### src/rtl/core/bdma_pkg.sv
// ----------------------------------------------------------------------------
// BLER-driven MCS adapter: shared definitions
// Widths, constants, register map and shared types of the adapter.
// ----------------------------------------------------------------------------
package bdma_pkg;

  localparam int unsigned COUNT_WIDTH = 32;
  localparam int unsigned FRAME_W     = 10;
  localparam int unsigned MCS_W       = 5;
  localparam int unsigned Q_BITS      = 16;
  localparam int unsigned STEP_W      = $clog2(Q_BITS);
  localparam int unsigned ACC_W       = 2 * Q_BITS;
  localparam int unsigned PADDR_W     = 5;
  localparam int unsigned PDATA_W     = 32;

  localparam logic [MCS_W-1:0]  SEED_MCS     = MCS_W'(9);
  localparam logic [MCS_W-1:0]  MCS_FLOOR    = MCS_W'(6);
  localparam int unsigned       MIN_ACTIVITY = 3;
  localparam logic [Q_BITS:0]   ONE_Q16      = {1'b1, {Q_BITS{1'b0}}};
  localparam logic [ACC_W-1:0]  ROUND_HALF   = ACC_W'(1) << (Q_BITS - 1);
  localparam logic [Q_BITS-1:0] WIN_SAT      = {Q_BITS{1'b1}};
  localparam logic [Q_BITS-1:0] WIN_ZERO     = '0;

  localparam logic [Q_BITS-1:0]  RST_BLER_LOWER      = 16'd3277;
  localparam logic [Q_BITS-1:0]  RST_BLER_UPPER      = 16'd9830;
  localparam logic [MCS_W-1:0]   RST_MCS_CAP         = 5'd28;
  localparam logic [FRAME_W-1:0] RST_UPDATE_INTERVAL = 10'd10;
  localparam logic [Q_BITS-1:0]  RST_FILTER_WEIGHT   = 16'd58982;

  typedef enum logic [2:0] {
    REG_BLER_LOWER      = 3'd0,
    REG_BLER_UPPER      = 3'd1,
    REG_MCS_CAP         = 3'd2,
    REG_UPDATE_INTERVAL = 3'd3,
    REG_FILTER_WEIGHT   = 3'd4
  } reg_idx_t;

  typedef struct packed {
    logic [Q_BITS-1:0]  bler_lower;
    logic [Q_BITS-1:0]  bler_upper;
    logic [MCS_W-1:0]   mcs_cap;
    logic [FRAME_W-1:0] update_interval;
    logic [Q_BITS-1:0]  filter_weight;
  } cfg_t;

  typedef struct packed {
    logic start;
    logic step;
  } ser_ctrl_t;

endpackage

### src/rtl/core/bler_driven_mcs_adapter.sv
// ----------------------------------------------------------------------------
// BLER-driven MCS adapter
// Link adaptation that filters the measured block error rate and steps the
// MCS index against lower and upper BLER targets.
// ----------------------------------------------------------------------------
// Each input item carries a frame number, a per-call MCS ceiling and the
// running counts of first transmissions and retransmissions; each item gives
// exactly one result item with the MCS to use, an update flag and the
// filtered BLER. Both channels use valid and ready. Targets, the MCS cap, the
// update interval and the filter weight are written over the APB port; the
// user must write them only while the block is idle, which it does not enforce.
// An item inside the update interval has its result registered in the setup
// state. An update item goes from setup to the serial ratio unit, which
// delivers one quotient bit per cycle into the serial filter accumulator,
// and then to a finish state that rounds and steps the MCS. The controller
// returns to idle as the result is registered and accepts the next item there.
// The result waits in an output register, so the next item is accepted while
// the receiver stalls; a second result waits for that register to drain.
// Reset clears the adaptation state and the output register and restores the
// register defaults.
// ----------------------------------------------------------------------------
module bler_driven_mcs_adapter #(
  parameter int unsigned COUNT_WIDTH = bdma_pkg::COUNT_WIDTH
) (
  input  logic                          clk,
  input  logic                          rst,
  input  logic                          psel,
  input  logic                          penable,
  input  logic                          pwrite,
  input  logic [bdma_pkg::PADDR_W-1:0]  paddr,
  input  logic [bdma_pkg::PDATA_W-1:0]  pwdata,
  output logic [bdma_pkg::PDATA_W-1:0]  prdata,
  output logic                          pready,
  input  logic                          in_valid,
  output logic                          in_ready,
  input  logic [bdma_pkg::FRAME_W-1:0]  frame_number,
  input  logic [bdma_pkg::MCS_W-1:0]    mcs_ceiling,
  input  logic [COUNT_WIDTH-1:0]        sched_count,
  input  logic [COUNT_WIDTH-1:0]        retx_count,
  output logic                          out_valid,
  input  logic                          out_ready,
  output logic [bdma_pkg::MCS_W-1:0]    mcs_out,
  output logic                          was_updated,
  output logic [bdma_pkg::Q_BITS-1:0]   bler_average
);

  typedef enum logic [3:0] {
    ST_IDLE   = 4'b0001,
    ST_PREP   = 4'b0010,
    ST_RUN    = 4'b0100,
    ST_FINISH = 4'b1000
  } state_t;

  state_t state;
  state_t state_next;

  bdma_pkg::cfg_t      cfg;
  bdma_pkg::ser_ctrl_t ser_ctrl;

  logic [bdma_pkg::FRAME_W-1:0] last_update_frame;
  logic [bdma_pkg::MCS_W-1:0]   current_mcs;
  logic [bdma_pkg::Q_BITS-1:0]  filtered_bler;
  logic [COUNT_WIDTH-1:0]       sched_snapshot;
  logic [COUNT_WIDTH-1:0]       retx_snapshot;

  logic [bdma_pkg::FRAME_W-1:0] frame_r;
  logic [bdma_pkg::MCS_W-1:0]   ceil_r;
  logic [COUNT_WIDTH-1:0]       sched_r;
  logic [COUNT_WIDTH-1:0]       retx_r;
  logic [COUNT_WIDTH-1:0]       ns_r;
  logic [COUNT_WIDTH-1:0]       nr_r;
  logic [bdma_pkg::MCS_W-1:0]   old_r;
  logic [bdma_pkg::MCS_W-1:0]   cap_r;
  logic                         active_r;
  logic [bdma_pkg::STEP_W-1:0]  step_cnt;

  logic                         in_fire;
  logic                         out_free;
  logic                         seeded;
  logic [bdma_pkg::FRAME_W-1:0] lf_eff;
  logic [bdma_pkg::MCS_W-1:0]   cm_eff;
  logic [bdma_pkg::Q_BITS-1:0]  fb_eff;
  logic [bdma_pkg::Q_BITS:0]    mid_sum;
  logic [bdma_pkg::FRAME_W-1:0] gap;
  logic [bdma_pkg::MCS_W-1:0]   cap;
  logic [bdma_pkg::MCS_W-1:0]   old;
  logic                         no_update;
  logic                         ns_pos;
  logic                         active;
  logic                         preset_en;
  logic [bdma_pkg::Q_BITS-1:0]  preset_val;
  logic                         qbit;
  logic [bdma_pkg::Q_BITS-1:0]  bler_new;
  logic                         mcs_up;
  logic                         mcs_down;
  logic [bdma_pkg::MCS_W-1:0]   mcs_next;

  bdma_apb_regs u_regs (
    .clk     (clk),
    .rst     (rst),
    .psel    (psel),
    .penable (penable),
    .pwrite  (pwrite),
    .paddr   (paddr),
    .pwdata  (pwdata),
    .prdata  (prdata),
    .pready  (pready),
    .cfg     (cfg)
  );

  assign in_ready = (state == ST_IDLE);
  assign in_fire  = in_valid && in_ready;
  assign out_free = !out_valid || out_ready;

  // A zero frame and zero MCS mark state that has never been seeded.
  assign seeded  = (last_update_frame == '0) && (current_mcs == '0);
  assign mid_sum = {1'b0, cfg.bler_lower} + {1'b0, cfg.bler_upper};
  assign lf_eff  = seeded ? frame_r : last_update_frame;
  assign cm_eff  = seeded ? bdma_pkg::SEED_MCS : current_mcs;
  assign fb_eff  = seeded ? mid_sum[bdma_pkg::Q_BITS:1] : filtered_bler;

  assign gap       = frame_r - lf_eff;
  assign cap       = (ceil_r < cfg.mcs_cap) ? ceil_r : cfg.mcs_cap;
  assign old       = (cm_eff < cap) ? cm_eff : cap;
  assign no_update = (gap < cfg.update_interval);

  assign ns_pos = !ns_r[COUNT_WIDTH-1] && (ns_r != '0);
  assign active = ns_pos && (ns_r > COUNT_WIDTH'(bdma_pkg::MIN_ACTIVITY));

  assign preset_en = !ns_pos || nr_r[COUNT_WIDTH-1] || (nr_r >= ns_r);

  always_comb begin
    if (!ns_pos) begin
      preset_val = fb_eff;
    end else if (nr_r[COUNT_WIDTH-1]) begin
      preset_val = bdma_pkg::WIN_ZERO;
    end else begin
      preset_val = bdma_pkg::WIN_SAT;
    end
  end

  assign ser_ctrl.start = (state == ST_PREP) && !no_update;
  assign ser_ctrl.step  = (state == ST_RUN);

  bdma_serial_div #(
    .COUNT_WIDTH (COUNT_WIDTH)
  ) u_div (
    .clk       (clk),
    .rst       (rst),
    .ctrl      (ser_ctrl),
    .preset_en (preset_en),
    .preset    (preset_val),
    .num       (nr_r),
    .den       (ns_r),
    .qbit      (qbit)
  );

  bdma_serial_mac u_mac (
    .clk      (clk),
    .ctrl     (ser_ctrl),
    .weight   (cfg.filter_weight),
    .bler_old (fb_eff),
    .qbit     (qbit),
    .bler_new (bler_new)
  );

  assign mcs_up   = (bler_new < cfg.bler_lower) && (old_r < cap_r) && active_r;
  assign mcs_down = ((bler_new > cfg.bler_upper) && (old_r > bdma_pkg::MCS_FLOOR)) ||
                    (!active_r && (old_r > bdma_pkg::SEED_MCS));

  always_comb begin
    if (mcs_up) begin
      mcs_next = old_r + bdma_pkg::MCS_W'(1);
    end else if (mcs_down) begin
      mcs_next = old_r - bdma_pkg::MCS_W'(1);
    end else begin
      mcs_next = old_r;
    end
  end

  always_comb begin
    state_next = state;
    case (state)
      ST_IDLE: begin
        if (in_fire) begin
          state_next = ST_PREP;
        end
      end
      ST_PREP: begin
        if (!no_update) begin
          state_next = ST_RUN;
        end else if (out_free) begin
          state_next = ST_IDLE;
        end
      end
      ST_RUN: begin
        if (step_cnt == bdma_pkg::STEP_W'(bdma_pkg::Q_BITS - 1)) begin
          state_next = ST_FINISH;
        end
      end
      ST_FINISH: begin
        if (out_free) begin
          state_next = ST_IDLE;
        end
      end
      default: state_next = ST_IDLE;
    endcase
  end

  always_ff @(posedge clk) begin
    if (rst) begin
      state             <= ST_IDLE;
      step_cnt          <= '0;
      out_valid         <= 1'b0;
      last_update_frame <= '0;
      current_mcs       <= '0;
      filtered_bler     <= '0;
      sched_snapshot    <= '0;
      retx_snapshot     <= '0;
    end else begin
      state <= state_next;
      if (out_valid && out_ready) begin
        out_valid <= 1'b0;
      end
      if (state == ST_PREP) begin
        step_cnt          <= '0;
        last_update_frame <= lf_eff;
        current_mcs       <= cm_eff;
        filtered_bler     <= fb_eff;
        if (no_update && out_free) begin
          out_valid <= 1'b1;
        end
      end
      if (state == ST_RUN) begin
        step_cnt <= step_cnt + bdma_pkg::STEP_W'(1);
      end
      if ((state == ST_FINISH) && out_free) begin
        out_valid         <= 1'b1;
        last_update_frame <= frame_r;
        current_mcs       <= mcs_next;
        filtered_bler     <= bler_new;
        sched_snapshot    <= sched_r;
        retx_snapshot     <= retx_r;
      end
    end
  end

  always_ff @(posedge clk) begin
    if (in_fire) begin
      frame_r <= frame_number;
      ceil_r  <= mcs_ceiling;
      sched_r <= sched_count;
      retx_r  <= retx_count;
      ns_r    <= sched_count - sched_snapshot;
      nr_r    <= retx_count - retx_snapshot;
    end
    if (state == ST_PREP) begin
      old_r    <= old;
      cap_r    <= cap;
      active_r <= active;
      if (no_update && out_free) begin
        mcs_out      <= old;
        was_updated  <= 1'b0;
        bler_average <= fb_eff;
      end
    end
    if ((state == ST_FINISH) && out_free) begin
      mcs_out      <= mcs_next;
      was_updated  <= 1'b1;
      bler_average <= bler_new;
    end
  end

  a_accept_to_prep: assert property (@(posedge clk) disable iff (rst)
    in_fire |=> (state == ST_PREP))
    else $error("Accepted item did not move the controller to setup.");

  a_result_source: assert property (@(posedge clk) disable iff (rst)
    $rose(out_valid) |-> ($past(state) == ST_PREP || $past(state) == ST_FINISH))
    else $error("Result appeared outside setup or finish.");

  a_run_length: assert property (@(posedge clk) disable iff (rst)
    (state == ST_RUN) && (step_cnt == bdma_pkg::STEP_W'(bdma_pkg::Q_BITS - 1))
      |=> (state == ST_FINISH))
    else $error("Serial run did not end after the full quotient width.");

  a_mcs_within_cap: assert property (@(posedge clk) disable iff (rst)
    (state == ST_FINISH) && out_free |=> (mcs_out <= $past(cap_r)) && was_updated)
    else $error("Updated MCS exceeds the effective cap.");

endmodule

### src/rtl/core/bdma_apb_regs.sv
// ----------------------------------------------------------------------------
// BLER-driven MCS adapter: configuration registers
// APB-style register file holding the targets, cap, interval and weight.
// ----------------------------------------------------------------------------
module bdma_apb_regs (
  input  logic                            clk,
  input  logic                            rst,
  input  logic                            psel,
  input  logic                            penable,
  input  logic                            pwrite,
  input  logic [bdma_pkg::PADDR_W-1:0]    paddr,
  input  logic [bdma_pkg::PDATA_W-1:0]    pwdata,
  output logic [bdma_pkg::PDATA_W-1:0]    prdata,
  output logic                            pready,
  output bdma_pkg::cfg_t                  cfg
);

  bdma_pkg::reg_idx_t idx;
  logic               wr_en;

  assign idx    = bdma_pkg::reg_idx_t'(paddr[bdma_pkg::PADDR_W-1:2]);
  assign pready = 1'b1;
  assign wr_en  = psel && penable && pwrite && pready;

  always_ff @(posedge clk) begin
    if (rst) begin
      cfg.bler_lower      <= bdma_pkg::RST_BLER_LOWER;
      cfg.bler_upper      <= bdma_pkg::RST_BLER_UPPER;
      cfg.mcs_cap         <= bdma_pkg::RST_MCS_CAP;
      cfg.update_interval <= bdma_pkg::RST_UPDATE_INTERVAL;
      cfg.filter_weight   <= bdma_pkg::RST_FILTER_WEIGHT;
    end else if (wr_en) begin
      case (idx)
        bdma_pkg::REG_BLER_LOWER:      cfg.bler_lower      <= pwdata[bdma_pkg::Q_BITS-1:0];
        bdma_pkg::REG_BLER_UPPER:      cfg.bler_upper      <= pwdata[bdma_pkg::Q_BITS-1:0];
        bdma_pkg::REG_MCS_CAP:         cfg.mcs_cap         <= pwdata[bdma_pkg::MCS_W-1:0];
        bdma_pkg::REG_UPDATE_INTERVAL: cfg.update_interval <= pwdata[bdma_pkg::FRAME_W-1:0];
        bdma_pkg::REG_FILTER_WEIGHT:   cfg.filter_weight   <= pwdata[bdma_pkg::Q_BITS-1:0];
        default: ;
      endcase
    end
  end

  always_comb begin
    case (idx)
      bdma_pkg::REG_BLER_LOWER:      prdata = bdma_pkg::PDATA_W'(cfg.bler_lower);
      bdma_pkg::REG_BLER_UPPER:      prdata = bdma_pkg::PDATA_W'(cfg.bler_upper);
      bdma_pkg::REG_MCS_CAP:         prdata = bdma_pkg::PDATA_W'(cfg.mcs_cap);
      bdma_pkg::REG_UPDATE_INTERVAL: prdata = bdma_pkg::PDATA_W'(cfg.update_interval);
      bdma_pkg::REG_FILTER_WEIGHT:   prdata = bdma_pkg::PDATA_W'(cfg.filter_weight);
      default:                       prdata = '0;
    endcase
  end

endmodule

### src/rtl/core/bdma_serial_div.sv
// ----------------------------------------------------------------------------
// BLER-driven MCS adapter: serial ratio unit
// Restoring divider that yields one Q0.16 quotient bit per cycle, MSB first,
// or shifts out a preset ratio for the saturated, zero and bypass cases.
// ----------------------------------------------------------------------------
module bdma_serial_div #(
  parameter int unsigned COUNT_WIDTH = bdma_pkg::COUNT_WIDTH
) (
  input  logic                         clk,
  input  logic                         rst,
  input  bdma_pkg::ser_ctrl_t          ctrl,
  input  logic                         preset_en,
  input  logic [bdma_pkg::Q_BITS-1:0]  preset,
  input  logic [COUNT_WIDTH-1:0]       num,
  input  logic [COUNT_WIDTH-1:0]       den,
  output logic                         qbit
);

  logic [COUNT_WIDTH-1:0]      rem;
  logic [COUNT_WIDTH-1:0]      den_r;
  logic [bdma_pkg::Q_BITS-1:0] preset_sr;
  logic                        use_preset;
  logic [COUNT_WIDTH-1:0]      rem2;
  logic                        q_div;

  // The remainder stays below a positive divisor, so its top bit is clear.
  assign rem2  = {rem[COUNT_WIDTH-2:0], 1'b0};
  assign q_div = (rem2 >= den_r);
  assign qbit  = use_preset ? preset_sr[bdma_pkg::Q_BITS-1] : q_div;

  always_ff @(posedge clk) begin
    if (rst) begin
      use_preset <= 1'b1;
    end else if (ctrl.start) begin
      use_preset <= preset_en;
    end
  end

  always_ff @(posedge clk) begin
    if (ctrl.start) begin
      rem       <= num;
      den_r     <= den;
      preset_sr <= preset;
    end else if (ctrl.step) begin
      rem       <= q_div ? (rem2 - den_r) : rem2;
      preset_sr <= {preset_sr[bdma_pkg::Q_BITS-2:0], 1'b0};
    end
  end

endmodule

### src/rtl/core/bdma_serial_mac.sv
// ----------------------------------------------------------------------------
// BLER-driven MCS adapter: serial filter accumulator
// Forms w*old + (1-w)*window bit-serially, one bit of w and one bit of the
// window ratio per cycle, and rounds the sum back to Q0.16.
// ----------------------------------------------------------------------------
module bdma_serial_mac (
  input  logic                         clk,
  input  bdma_pkg::ser_ctrl_t          ctrl,
  input  logic [bdma_pkg::Q_BITS-1:0]  weight,
  input  logic [bdma_pkg::Q_BITS-1:0]  bler_old,
  input  logic                         qbit,
  output logic [bdma_pkg::Q_BITS-1:0]  bler_new
);

  logic [bdma_pkg::ACC_W-1:0]  acc;
  logic [bdma_pkg::Q_BITS-1:0] w_sr;
  logic [bdma_pkg::Q_BITS-1:0] old_r;
  logic [bdma_pkg::Q_BITS:0]   w_comp;
  logic [bdma_pkg::ACC_W-1:0]  acc_next;
  logic [bdma_pkg::ACC_W-1:0]  rounded;

  always_comb begin
    acc_next = {acc[bdma_pkg::ACC_W-2:0], 1'b0};
    if (w_sr[bdma_pkg::Q_BITS-1]) begin
      acc_next = acc_next + bdma_pkg::ACC_W'(old_r);
    end
    if (qbit) begin
      acc_next = acc_next + bdma_pkg::ACC_W'(w_comp);
    end
  end

  assign rounded  = acc + bdma_pkg::ROUND_HALF;
  assign bler_new = rounded[bdma_pkg::ACC_W-1:bdma_pkg::Q_BITS];

  always_ff @(posedge clk) begin
    if (ctrl.start) begin
      acc    <= '0;
      w_sr   <= weight;
      old_r  <= bler_old;
      w_comp <= bdma_pkg::ONE_Q16 - {1'b0, weight};
    end else if (ctrl.step) begin
      acc  <= acc_next;
      w_sr <= {w_sr[bdma_pkg::Q_BITS-2:0], 1'b0};
    end
  end

endmodule

### config.mk
export PLATFORM = sky130hd
export DESIGN_NAME = bler_driven_mcs_adapter
export DESIGN_NICKNAME = d
export VERILOG_FILES = /design/src/rtl/core/bdma_pkg.sv /design/src/rtl/core/bler_driven_mcs_adapter.sv /design/src/rtl/core/bdma_apb_regs.sv /design/src/rtl/core/bdma_serial_div.sv /design/src/rtl/core/bdma_serial_mac.sv
export SDC_FILE = /design/constraint.sdc
export NUM_CORES = 1
export LEC_CHECK = 0
export BUFFER_PORTS_ARGS = -buffer_cell sky130_fd_sc_hd__buf_4
export CORE_MARGIN = 2
export CORE_UTILIZATION = 25
export CTS_BUF_LIST = sky130_fd_sc_hd__clkbuf_16
export CTS_CLUSTER_DIAMETER = 80
export CTS_CLUSTER_SIZE = 24
export DETAILED_ROUTE_END_ITERATION = 7
export SYNTH_ARGS = -nofsm -noshare
export SYNTH_HDL_FRONTEND = slang
export SYNTH_SLANG_ARGS = --single-unit
### constraint.sdc
create_clock -name clk -period 6.5 [get_ports clk]
set_input_delay 1.3 -clock clk [delete_from_list [all_inputs] [get_ports clk]]
set_output_delay 1.3 -clock clk [all_outputs]
set_load 0.03 [all_outputs]
==> results of run 1 <==
==> layout make-up <==
class	instances	area [um^2]
Fill cell	12531	84500
Multi-Input combinational cell	2331	15300
Sequential cell	504	13100
Tap cell	1600	2000
Timing Repair Buffer	168	1310
Clock buffer	37	926
Inverter	243	915
Clock inverter	27	304
==> registers in the layout, indices dropped and copies added (netlist names), 17 cells and up <==
name,count
sched_snapshot,32
retx_r,32
u_mac.w_comp,17
sched_r,32
u_regs.cfg,63
nr_r,32
ns_r,32
u_div.den_r,32
retx_snapshot,32
u_mac.acc,32
u_div.rem,31
==> per-layer routing <==
metal | up-vias | wire [um]
met5 | - | 30
met4 | 4 | 1860
met3 | 94 | 4100
met2 | 488 | 38500
met1 | 10914 | 38300
li1 | 11569 | -
==> worst max-delay path by stage <==
stage | startpoint | to | slack [ns] | depth (start not counted)
finish | current_mcs[1] | bler_average[6] | 0.91 | 21
CTS | current_mcs[1] | bler_average[8] | 0.85 | 21
global route | current_mcs[1] | bler_average[6] | 0.48 | 21
detailed placement | current_mcs[1] | bler_average[4] | 0.89 | 21
floorplan | last_update_frame[1] | u_div.preset_sr[0] | 0.35 | 23
global placement | current_mcs[1] | bler_average[10] | 0.94 | 21
==> report_power, final <==
part           switching, mW  internal [mW]  total, mW
clock                   1.33           1.16       2.49
combinational          0.761          0.486       1.25
sequential             0.106           3.56       3.67
total                   2.20           5.21       7.41
==> stage by stage <==
stage          instances   util
3_5_place_dp        4846  0.276
4_1_cts             4910  0.287
6_report            4910  0.287
5_1_grt             4910  0.287
2_1_floorplan       3213      -
3_3_place_gp        4846  0.276
==> worst max-delay path, stage by stage (launching register included) <==
cell	delay [ns]
dfxtp_1	0.35
nor4_1	0.48
and4_1	0.29
a21o_1	0.13
ha_1	0.15
inv_1	0.06
ha_1	0.23
a21oi_1	0.12
o21ai_0	0.09
maj3_1	0.35
o21a_1	0.15
a211o_1	0.30
a31o_2	0.23
a21oi_1	0.17
xnor2_1	0.14
ha_1	0.25
o211ai_1	0.08
o21ai_0	0.18
buf_4	0.22
nor2_1	0.22
a21oi_1	0.14
inv_1	0.83
==> synthesized netlist by cell type, types with 10 or more instances <==
cell type    n  area share
edfxtp_1   303        0.30
o21a_1      34      0.0085
a21o_1      80       0.020
ha_1       239        0.10
and2_1      21      0.0044
xnor2_1    112       0.033
o21bai_1    12      0.0030
nand3_1     60       0.010
nand2_1    437       0.055
buf_4       18      0.0045
nor4_1      26      0.0054
clkbuf_1    95       0.012
nor2b_1     31      0.0065
a31oi_1     12      0.0025
xor2_1      48       0.014
inv_1      243       0.030
dfxtp_1    201        0.13
nand4_1     31      0.0065
a21oi_1    293       0.049
mux2_2      20      0.0075
a22oi_1     21      0.0053
nor2_1     208       0.026
o31ai_1     23      0.0058
and3_1      16      0.0033
a211oi_1    34      0.0085
mux2i_1     85       0.028
nand2b_1    29      0.0061
a21boi_0    12      0.0030
o211ai_1    31      0.0078
or3_1       10      0.0021
nor3_1      48      0.0080
o21ai_0    182       0.030
==> cell families (layout without fill, tap and decap cells) <==
group / count (synthesis) / count (layout)
adders and majority gates: 246 / 246
xor gates and xnor gates: 160 / 160
and+or+nand+nor: 966 / 966
buffers and inverters: 378 / 475
muxes: 105 / 105
DFF: 504 / 504
AOI/OAI and AO/OA: 837 / 837
other: 2 / 17
==> out/results.ini, run 1 <==
[logic_synthesis]
async_flop_share=0
synth_xor_xnor_area_share=0.0468
synthCells=3198
synthFlopType=edfxtp_1
synth_top_family_by_area=compound AO/OA/AOI/OAI gates
synth_mux_area_frac=0.0359
synth_fa_ha_area_frac=0.104
synth-seq-cells=504
syn-cell-area_mm2=0.0299
ys_seq_area_frac=0.438
avgSynthCellArea_um2=9.36
synthSimpleGateAreaFrac=0.147
ys_warn_count=0
synth_cell_type_count=92
synth_compound_area_frac=0.175
synth-edff-count=303

[route]
vias=23069
via_per_inst=4.70
post_drt_wl_per_cell_um=16.9
drtPass1Iterations=5
detail-route-antenna-nets=0
drc=0
routed_wirelength_mm=82.8
drt_iter0_markers=1610

[global_route]
grt_pass1_wl_mm=128
grt_pass1_vias=22175
busiest_layer=met2
grt-ovfl-total=0
grt_antenna_before_repair=8
gr-usage-met1=0.179
grt_use_met3=0.0220
grt_usage=0.133
grt_max_degree=96
use_met2=0.220

[clock_tree]
htreeDepth=2
cts_tree=built
clock_path_buffers=3
clkSinkCount=504
ctsHoldBuffers=0
cts_setup_buffers=0
clkLatencyLatePin_ns=0.61
cts-root-buf=clkbuf_16
cts_buffers=36
cts.repair.resized=0
clk_pin_slew_ns=0.10

[pwr]
p_total_mw=7.41
irDropWorstVdd_mv=0.246
leakagePower_nw=13.0
powerDensity_mw_per_mm2=218

[worst_hold_path]
hp-start=was_updated
hold_depth=2
hp-class=flip-flop to flip-flop
whs_endpoint=was_updated

[sta]
fin_tns_setup_ns=0
finalCriticalPeriod_ns=5.59
layout_setup_ws_ns=0.911
period_share=0.860
fmax_mhz=179
fin_hold_ws_ns=0.453
finalHoldViolCount=0
slew_viol_final=0
finClkSkew_ns=0.0321
tightest_slew_ns=1.15
setup_viol=0
rsz0062_at_grt=no
slew_headroom=0.231

[floorplan]
initial_utilization=0.253
core_mm2=0.118
die_y_um=350
rows=126
die_w_um=350
die_area_mm2=0.123
io_pins=180

[layout]
drive_gt1_frac=0.0879
final_area_mm2=0.0339
nets=3652
areaGrowthSynthToFinish_pct=13.4
final_common_cell=nand2_1
final_cell_mix=nand2_1, edfxtp_1, a21oi_1, inv_1, ha_1
antennaDiodeCount=0

[critical_path]
worstSetupPathType=flip-flop to flip-flop
startpoint_type=flip-flop
worst_ep_required_time_ns=6.73
r2r-end=bler_average[6]
cp.arrival_ns=5.81
r2r_cells=21
cp_max_fo=21
r2r-start=current_mcs[1]
end_kind=flip-flop
timing.reg2reg.setup_slack_ns=0.91

[place]
port-buffer-count=144
dpl_cell_area_mm2=0.0327
dp_hpwl_mm=62.6
globalplace.congestion=0.863
post-place-ws_ns=0.895

[outcome]
status=finished, final reports clean

[job]
drv_cap=0

Note: power is estimated with default switching activity, not from simulation.
==> run 2, diff against run 1 <==
- SKIP_LAST_GASP: unset -> 1
- SYNTH_HIERARCHICAL: unset -> 1
- clock period: 6.5 -> 4.65 ns (I/O delays scaled with it)
==> out/results.ini, run 2 <==
[layout]
ff_latch_area_mm2=0.0131  ; about the same
largest_reg_flops=63  ; unchanged
final_common_cell=edfxtp_1  ; was nand2_1
antennaDiodeCount=0  ; unchanged
multi_input_area_mm2=0.0163  ; was 0.0153 mm^2
final_cells=4974  ; was 4,910
fillers=12790  ; was 12.5k
final_cell_mix=edfxtp_1, nand2_1, a21oi_1, inv_1, ha_1  ; was nand2_1, edfxtp_1, a21oi_1, inv_1, ha_1
areaGrowthSynthToFinish_pct=15.1  ; was 13.4%
nets=3693  ; was 3,652
drive_gt1_frac=0.128  ; was 0.0879
regMostFlops=u_regs/cfg  ; was u_regs.cfg

[critical_path]
cp.arrival_ns=4.74  ; was 5.81 ns
worstSetupPathType=flip-flop to flip-flop  ; unchanged
cp_max_fo=39  ; was 21
worst_ep_required_time_ns=4.98  ; was 6.73 ns
end_kind=flip-flop  ; unchanged
startpoint_type=flip-flop  ; unchanged

[place]
dp.cells=4909  ; was 4,846
dp_hpwl_mm=63.0  ; was 62.6 mm
post-place-ws_ns=0.0414  ; was 0.895 ns
globalplace.congestion=0.904  ; was 0.863
port-buffer-count=144  ; unchanged

[clock_tree]
clock_path_buffers=3  ; unchanged
clkSinkCount=504  ; unchanged
ctsHoldBuffers=0  ; unchanged
htreeDepth=2  ; unchanged
clkLatencyLatePin_ns=0.61  ; about the same
cts_buffers=36  ; unchanged
cts_tree=built  ; unchanged
clk_pin_slew_ns=0.08  ; was 0.10 ns
cts-root-buf=clkbuf_16  ; unchanged

[floorplan]
die_area_mm2=0.126  ; was 0.123 mm^2
core_mm2=0.122  ; was 0.118 mm^2
die_y_um=355  ; was 350 um
initial_utilization=0.253  ; about the same
rows=128  ; was 126
io_pins=180  ; unchanged
die_w_um=355  ; was 350 um

[sta]
period_share=0.950  ; was 0.860
setup_viol=0  ; unchanged
tightest_slew_ns=1.02  ; was 1.15 ns
finClkSkew_ns=0.0258  ; was 0.0321 ns
layout_setup_ws_ns=0.233  ; was 0.911 ns
fin_tns_setup_ns=0  ; unchanged
fmax_mhz=226  ; was 179 MHz
slew_viol_final=0  ; unchanged
finalHoldViolCount=0  ; unchanged
finalCriticalPeriod_ns=4.42  ; was 5.59 ns
slew_headroom=0.313  ; was 0.231
rsz0062_at_grt=yes  ; was no

[pwr]
leakagePower_nw=13.9  ; was 13.0 nW
irDropWorstVdd_mv=0.297  ; was 0.246 mV
p_total_mw=10.9  ; was 7.41 mW
powerDensity_mw_per_mm2=308  ; was 218 mW/mm^2

[logic_synthesis]
ys_seq_area_frac=0.426  ; was 0.438
synth-edff-count=303  ; unchanged
avgSynthCellArea_um2=9.66  ; was 9.36 um^2
async_flop_share=0  ; unchanged
syn-cell-area_mm2=0.0308  ; was 0.0299 mm^2
yosysMostFrequentCell=edfxtp_1  ; was nand2_1
yosys-top-cells-area=edfxtp_1, dfxtp_1, ha_1  ; unchanged
ys_top_cells_by_count=edfxtp_1, a21oi_1, nand2_1, inv_1, ha_1  ; was nand2_1, edfxtp_1, a21oi_1, inv_1, ha_1
ys_warn_count=6  ; was 0
yosys.area.top_type=edfxtp_1  ; unchanged
yosysTopAreaCellShare=0.295  ; was 0.304
synthFlopType=edfxtp_1  ; unchanged
synthCells=3194  ; was 3,198
synth_cell_type_count=106  ; was 92
synth-seq-cells=504  ; unchanged

[route]
detail-route-antenna-nets=0  ; unchanged
routed_wirelength_mm=83.0  ; was 82.8 mm
vias=23561  ; was 23.1k
drtPass1Iterations=7  ; was 5
drt_iter0_markers=1794  ; was 1,610
post_drt_wl_per_cell_um=16.7  ; was 16.9 um
via_per_inst=4.74  ; was 4.70
drc=0  ; unchanged

[global_route]
grt_max_degree=126  ; was 96
grt_antenna_before_repair=2  ; was 8
grt-ovfl-total=0  ; unchanged
grt_pass1_vias=22806  ; was 22.2k
grt_pass1_wl_mm=129  ; was 128 mm
grt_usage=0.128  ; was 0.133

[worst_hold_path]
hp-class=flip-flop to flip-flop  ; unchanged

[job]
drv_cap=0  ; unchanged

[outcome]
status=finished, final reports clean  ; unchanged

[run 2: cell families after synthesis]
logic type	synth area share
compound gates	0.166
buf+inv	0.0522
xor+xnor	0.0494
flops	0.426
fa+ha+maj	0.102
simple gates	0.145
mux	0.0595
other cells	0.000244
[run 2: layout make-up]
class	count	share of cell area
Inverter	247	0.0262
Clock inverter	27	0.00944
Tap cell	1625	0.0573
Clock buffer	37	0.0261
Sequential cell	504	0.370
Timing Repair Buffer	218	0.0509
Multi-Input combinational cell	2316	0.460
[run 2: path summary, 6_finish.rpt]
check / start / end / slack, ns / cells after the start
worst max-delay path: last_update_frame[6] / u_div/rem[29] / 0.23 / 19
worst min-delay path: sched_snapshot[28] / sched_snapshot[28] / 0.46 / 2
worst max register to register: last_update_frame[6] / u_div/rem[29] / 0.23 / 19
worst min register to register: sched_snapshot[28] / sched_snapshot[28] / 0.46 / 2
[run 2: worst max-delay path: stages, from the launching register on]
cell       delay [ns]
dfxtp_2          0.35
nor4_4           0.32
buf_4            0.18
a41oi_1          0.17
mux2i_1          0.27
ha_4             0.20
a21oi_1          0.06
o221ai_1         0.24
ha_1             0.28
o21a_1           0.11
o21a_1           0.17
o21a_1           0.16
o21ai_0          0.15
a21oi_1          0.12
o41ai_4          0.43
nor2_4           0.09
buf_12           0.17
buf_12           0.18
a2111oi_0        0.36
a21oi_1          0.12
[run 2: timing repair]
item | in CTS | in global routing
setup endpoints to repair | 0 | 82
gates resized for setup | 0 | 12
buffers inserted | 0 | 1
[run 2: layer usage]
metal | routed length, um | up-vias | share of wire | GRT usage
met5 | 13 | - | 0.00016 | 0
met4 | 2020 | 2 | 0.024 | 0.0370
met3 | 3770 | 101 | 0.045 | 0.0190
met2 | 38800 | 468 | 0.47 | 0.212
met1 | 38400 | 11260 | 0.46 | 0.171
li1 | - | 11730 | - | -
[run 2: where the power goes]
group          switching (mW)  internal [mW]  total (mW)
logic                    1.32          0.932        2.26
registers               0.176           5.00        5.18
clock network            1.87           1.64        3.51
[run 2: metrics by stage]
stage | util | hold WS [ns] | area [um^2]
5_1_grt | 0.291 | 0.473 | 35500
6_report | 0.291 | 0.457 | 35500
3_3_place_gp | 0.280 | 0.440 | 34200
2_1_floorplan | - | 0.432 | 31100
3_5_place_dp | 0.280 | 0.447 | 34200
4_1_cts | 0.291 | 0.457 | 35500
==> run 3, diff against run 2 <==
- BUFFER_PORTS_ARGS: -buffer_cell sky130_fd_sc_hd__buf_4 -> -buffer_cell sky130_fd_sc_hd__buf_2
==> out/results.ini, run 3 (synthesis gave the netlist of run 2 again) <==
[sta]
slew_viol_final=0  ; unchanged
tightest_slew_ns=0.975  ; was 1.02 ns
setup_viol=0  ; unchanged
fin_tns_setup_ns=0  ; unchanged
fin_hold_ws_ns=0.457  ; about the same
period_share=0.958  ; was 0.950
rsz0062_at_grt=yes  ; unchanged
slew_headroom=0.350  ; was 0.313
finalHoldViolCount=0  ; unchanged
finalCriticalPeriod_ns=4.46  ; was 4.42 ns
fmax_mhz=224  ; was 226 MHz
layout_setup_ws_ns=0.194  ; was 0.233 ns
finClkSkew_ns=0.0358  ; was 0.0258 ns

[layout]
fin_util=0.291  ; unchanged
final_cell_mix=edfxtp_1, nand2_1, a21oi_1, inv_1, ha_1  ; unchanged
final_common_cell=edfxtp_1  ; unchanged
drive_gt1_frac=0.135  ; was 0.128
largest_reg_flops=63  ; unchanged
nets=3715  ; was 3,693
areaGrowthSynthToFinish_pct=15.1  ; unchanged
regMostFlops=u_regs/cfg  ; unchanged
final_area_mm2=0.0355  ; unchanged
fillers=12845  ; about the same
final_cells=5001  ; was 4,974

[global_route]
grt_antenna_before_repair=3  ; was 2
grt_pass1_vias=22619  ; was 22.8k
grt_pass1_wl_mm=128  ; was 129 mm
grt_usage=0.128  ; about the same
grt-ovfl-total=0  ; unchanged
grt_max_degree=109  ; was 126

[critical_path]
cp.arrival_ns=4.81  ; was 4.74 ns
worst-path-buf-inv=6  ; was 3
critPathMostFrequentCell=a21o_1
crit_slowest_cell=dfxtp_4  ; was o41ai_4
worst_ep_required_time_ns=5.01  ; was 4.98 ns
end_kind=flip-flop  ; unchanged
worstSetupPathType=flip-flop to flip-flop  ; unchanged
cp_slowest_stage_delay_ns=0.37  ; was 0.43 ns
startpoint_type=flip-flop  ; unchanged
crit_family=compound AO/OA/AOI/OAI gates  ; unchanged
cp_max_fo=9  ; was 39

[floorplan]
die_y_um=355  ; unchanged
die_w_um=355  ; unchanged
io_pins=180  ; unchanged
rows=128  ; unchanged
core_mm2=0.122  ; unchanged
initial_utilization=0.253  ; unchanged
die_area_mm2=0.126  ; unchanged

[pwr]
powerDensity_mw_per_mm2=312  ; was 308 mW/mm^2
clockPowerShare=0.321  ; about the same
p_int_mw=7.66  ; was 7.57 mW
irDropWorstVdd_mv=0.338  ; was 0.297 mV
pwr-share-seq=0.468  ; was 0.473
p_comb_frac=0.211  ; was 0.206
p_sw_mw=3.40  ; was 3.37 mW
leakagePower_nw=13.9  ; about the same
sw_frac_of_total=0.307  ; was 0.308
p_total_mw=11.1  ; was 10.9 mW

[job]
drv_cap=0  ; unchanged

[place]
dpl_cell_area_mm2=0.0338  ; was 0.0342 mm^2
globalplace.congestion=0.881  ; was 0.904
port-buffer-count=144  ; unchanged
post-place-ws_ns=0.0306  ; was 0.0414 ns
dp.cells=4913  ; was 4,909
dp_hpwl_mm=63.2  ; was 63.0 mm

[route]
drc=0  ; unchanged
drt_iter0_markers=1614  ; was 1,794
via_per_inst=4.74  ; about the same
detail-route-antenna-nets=0  ; unchanged
post_drt_wl_per_cell_um=16.8  ; was 16.7 um
vias=23697  ; was 23.6k
drtPass1Iterations=5  ; was 7
routed_wirelength_mm=84.0  ; was 83.0 mm

[clock_tree]
clkSinkCount=504  ; unchanged
clk_pin_slew_ns=0.10  ; was 0.08 ns
cts_tree=built  ; unchanged
clock_path_buffers=3  ; unchanged
cts_buffers=36  ; unchanged
cts-root-buf=clkbuf_16  ; unchanged
htreeDepth=2  ; unchanged
ctsHoldBuffers=0  ; unchanged
clkLatencyLatePin_ns=0.62  ; was 0.61 ns

[outcome]
status=finished, final reports clean  ; unchanged

[worst_hold_path]
hp-class=flip-flop to flip-flop  ; unchanged

run 3: cell types whose count changed in the layout (fill, tap and decap cells not counted), moves of 2 or more:
cell       before  now
buf_2           0  143
buf_4         203   76
clkbuf_16      37   43
clkinv_16       0    2
clkinv_4        3    0
clkinv_8        5    1
diode_2         0    5
inv_1         247  250
inv_12          3    5
run 3: path summary, 6_finish.rpt:
kind | from | to | slack [ns] | depth (start not counted)
worst min register to register | sched_snapshot[18] | sched_snapshot[18] | 0.46 | 2
worst max register to register | last_update_frame[9] | u_div/rem[25] | 0.19 | 25
worst max-delay path | last_update_frame[9] | u_div/rem[25] | 0.19 | 25
worst min-delay path | sched_snapshot[18] | sched_snapshot[18] | 0.46 | 2
run 3: layout make-up:
class | count | area, um^2 | area share
Antenna cell | 5 | 12.5 | 0.000352
Clock buffer | 39 | 976 | 0.0275
Clock inverter | 25 | 314 | 0.00884
Inverter | 247 | 931 | 0.0262
Multi-Input combinational cell | 2317 | 16400 | 0.463
Sequential cell | 504 | 13100 | 0.370
Tap cell | 1625 | 2030 | 0.0573
Timing Repair Buffer | 239 | 1680 | 0.0472
run 3: worst reg2reg max path, stage by stage, from the launching register on:
cell and delay, ns:
dfxtp_4 0.37, nor4_4 0.29, and4_4 0.30, a21o_1 0.12
ha_2 0.17, inv_2 0.07, ha_4 0.18, a21oi_2 0.09
o22ai_1 0.13, a21o_1 0.20, a21o_1 0.17, a21o_1 0.17
a21oi_2 0.13, xnor2_1 0.15, ha_2 0.31, nor3_2 0.19
nor2_2 0.07, o41ai_4 0.05, buf_4 0.20, nor2_4 0.04
buf_12 0.16, buf_4 0.14, clkbuf_16 0.16, buf_4 0.17
a21oi_1 0.11, a21oi_1 0.08
run 3: power by group through the flow:
stage	clock (mW)	sequential [mW]	combinational, mW
2_1_floorplan	0	5.21	1.58
3_3_place_gp	0	5.28	2.17
3_5_place_dp	0	5.28	2.19
4_1_cts	3.68	5.18	2.21
5_1_grt	3.83	5.20	2.57
6_report	3.56	5.18	2.33
run 3: per-layer routing:
layer / wire, um / part of all wire / track usage / up-vias
li1: - / - / - / 11732
met1: 39300 / 0.47 / 0.173 / 11367
met2: 38700 / 0.46 / 0.209 / 481
met3: 3270 / 0.039 / 0.0147 / 115
met4: 2720 / 0.032 / 0.0477 / 2
met5: 13 / 0.00015 / 0 / -
run 3: what timing repair did:
item                                    4_1_cts  5_1_grt
gates resized for setup                       1       31
gates cloned                                  0        5
pin swaps                                     0       13
buffers inserted                              0       15
endpoints found under the setup margin        1      213
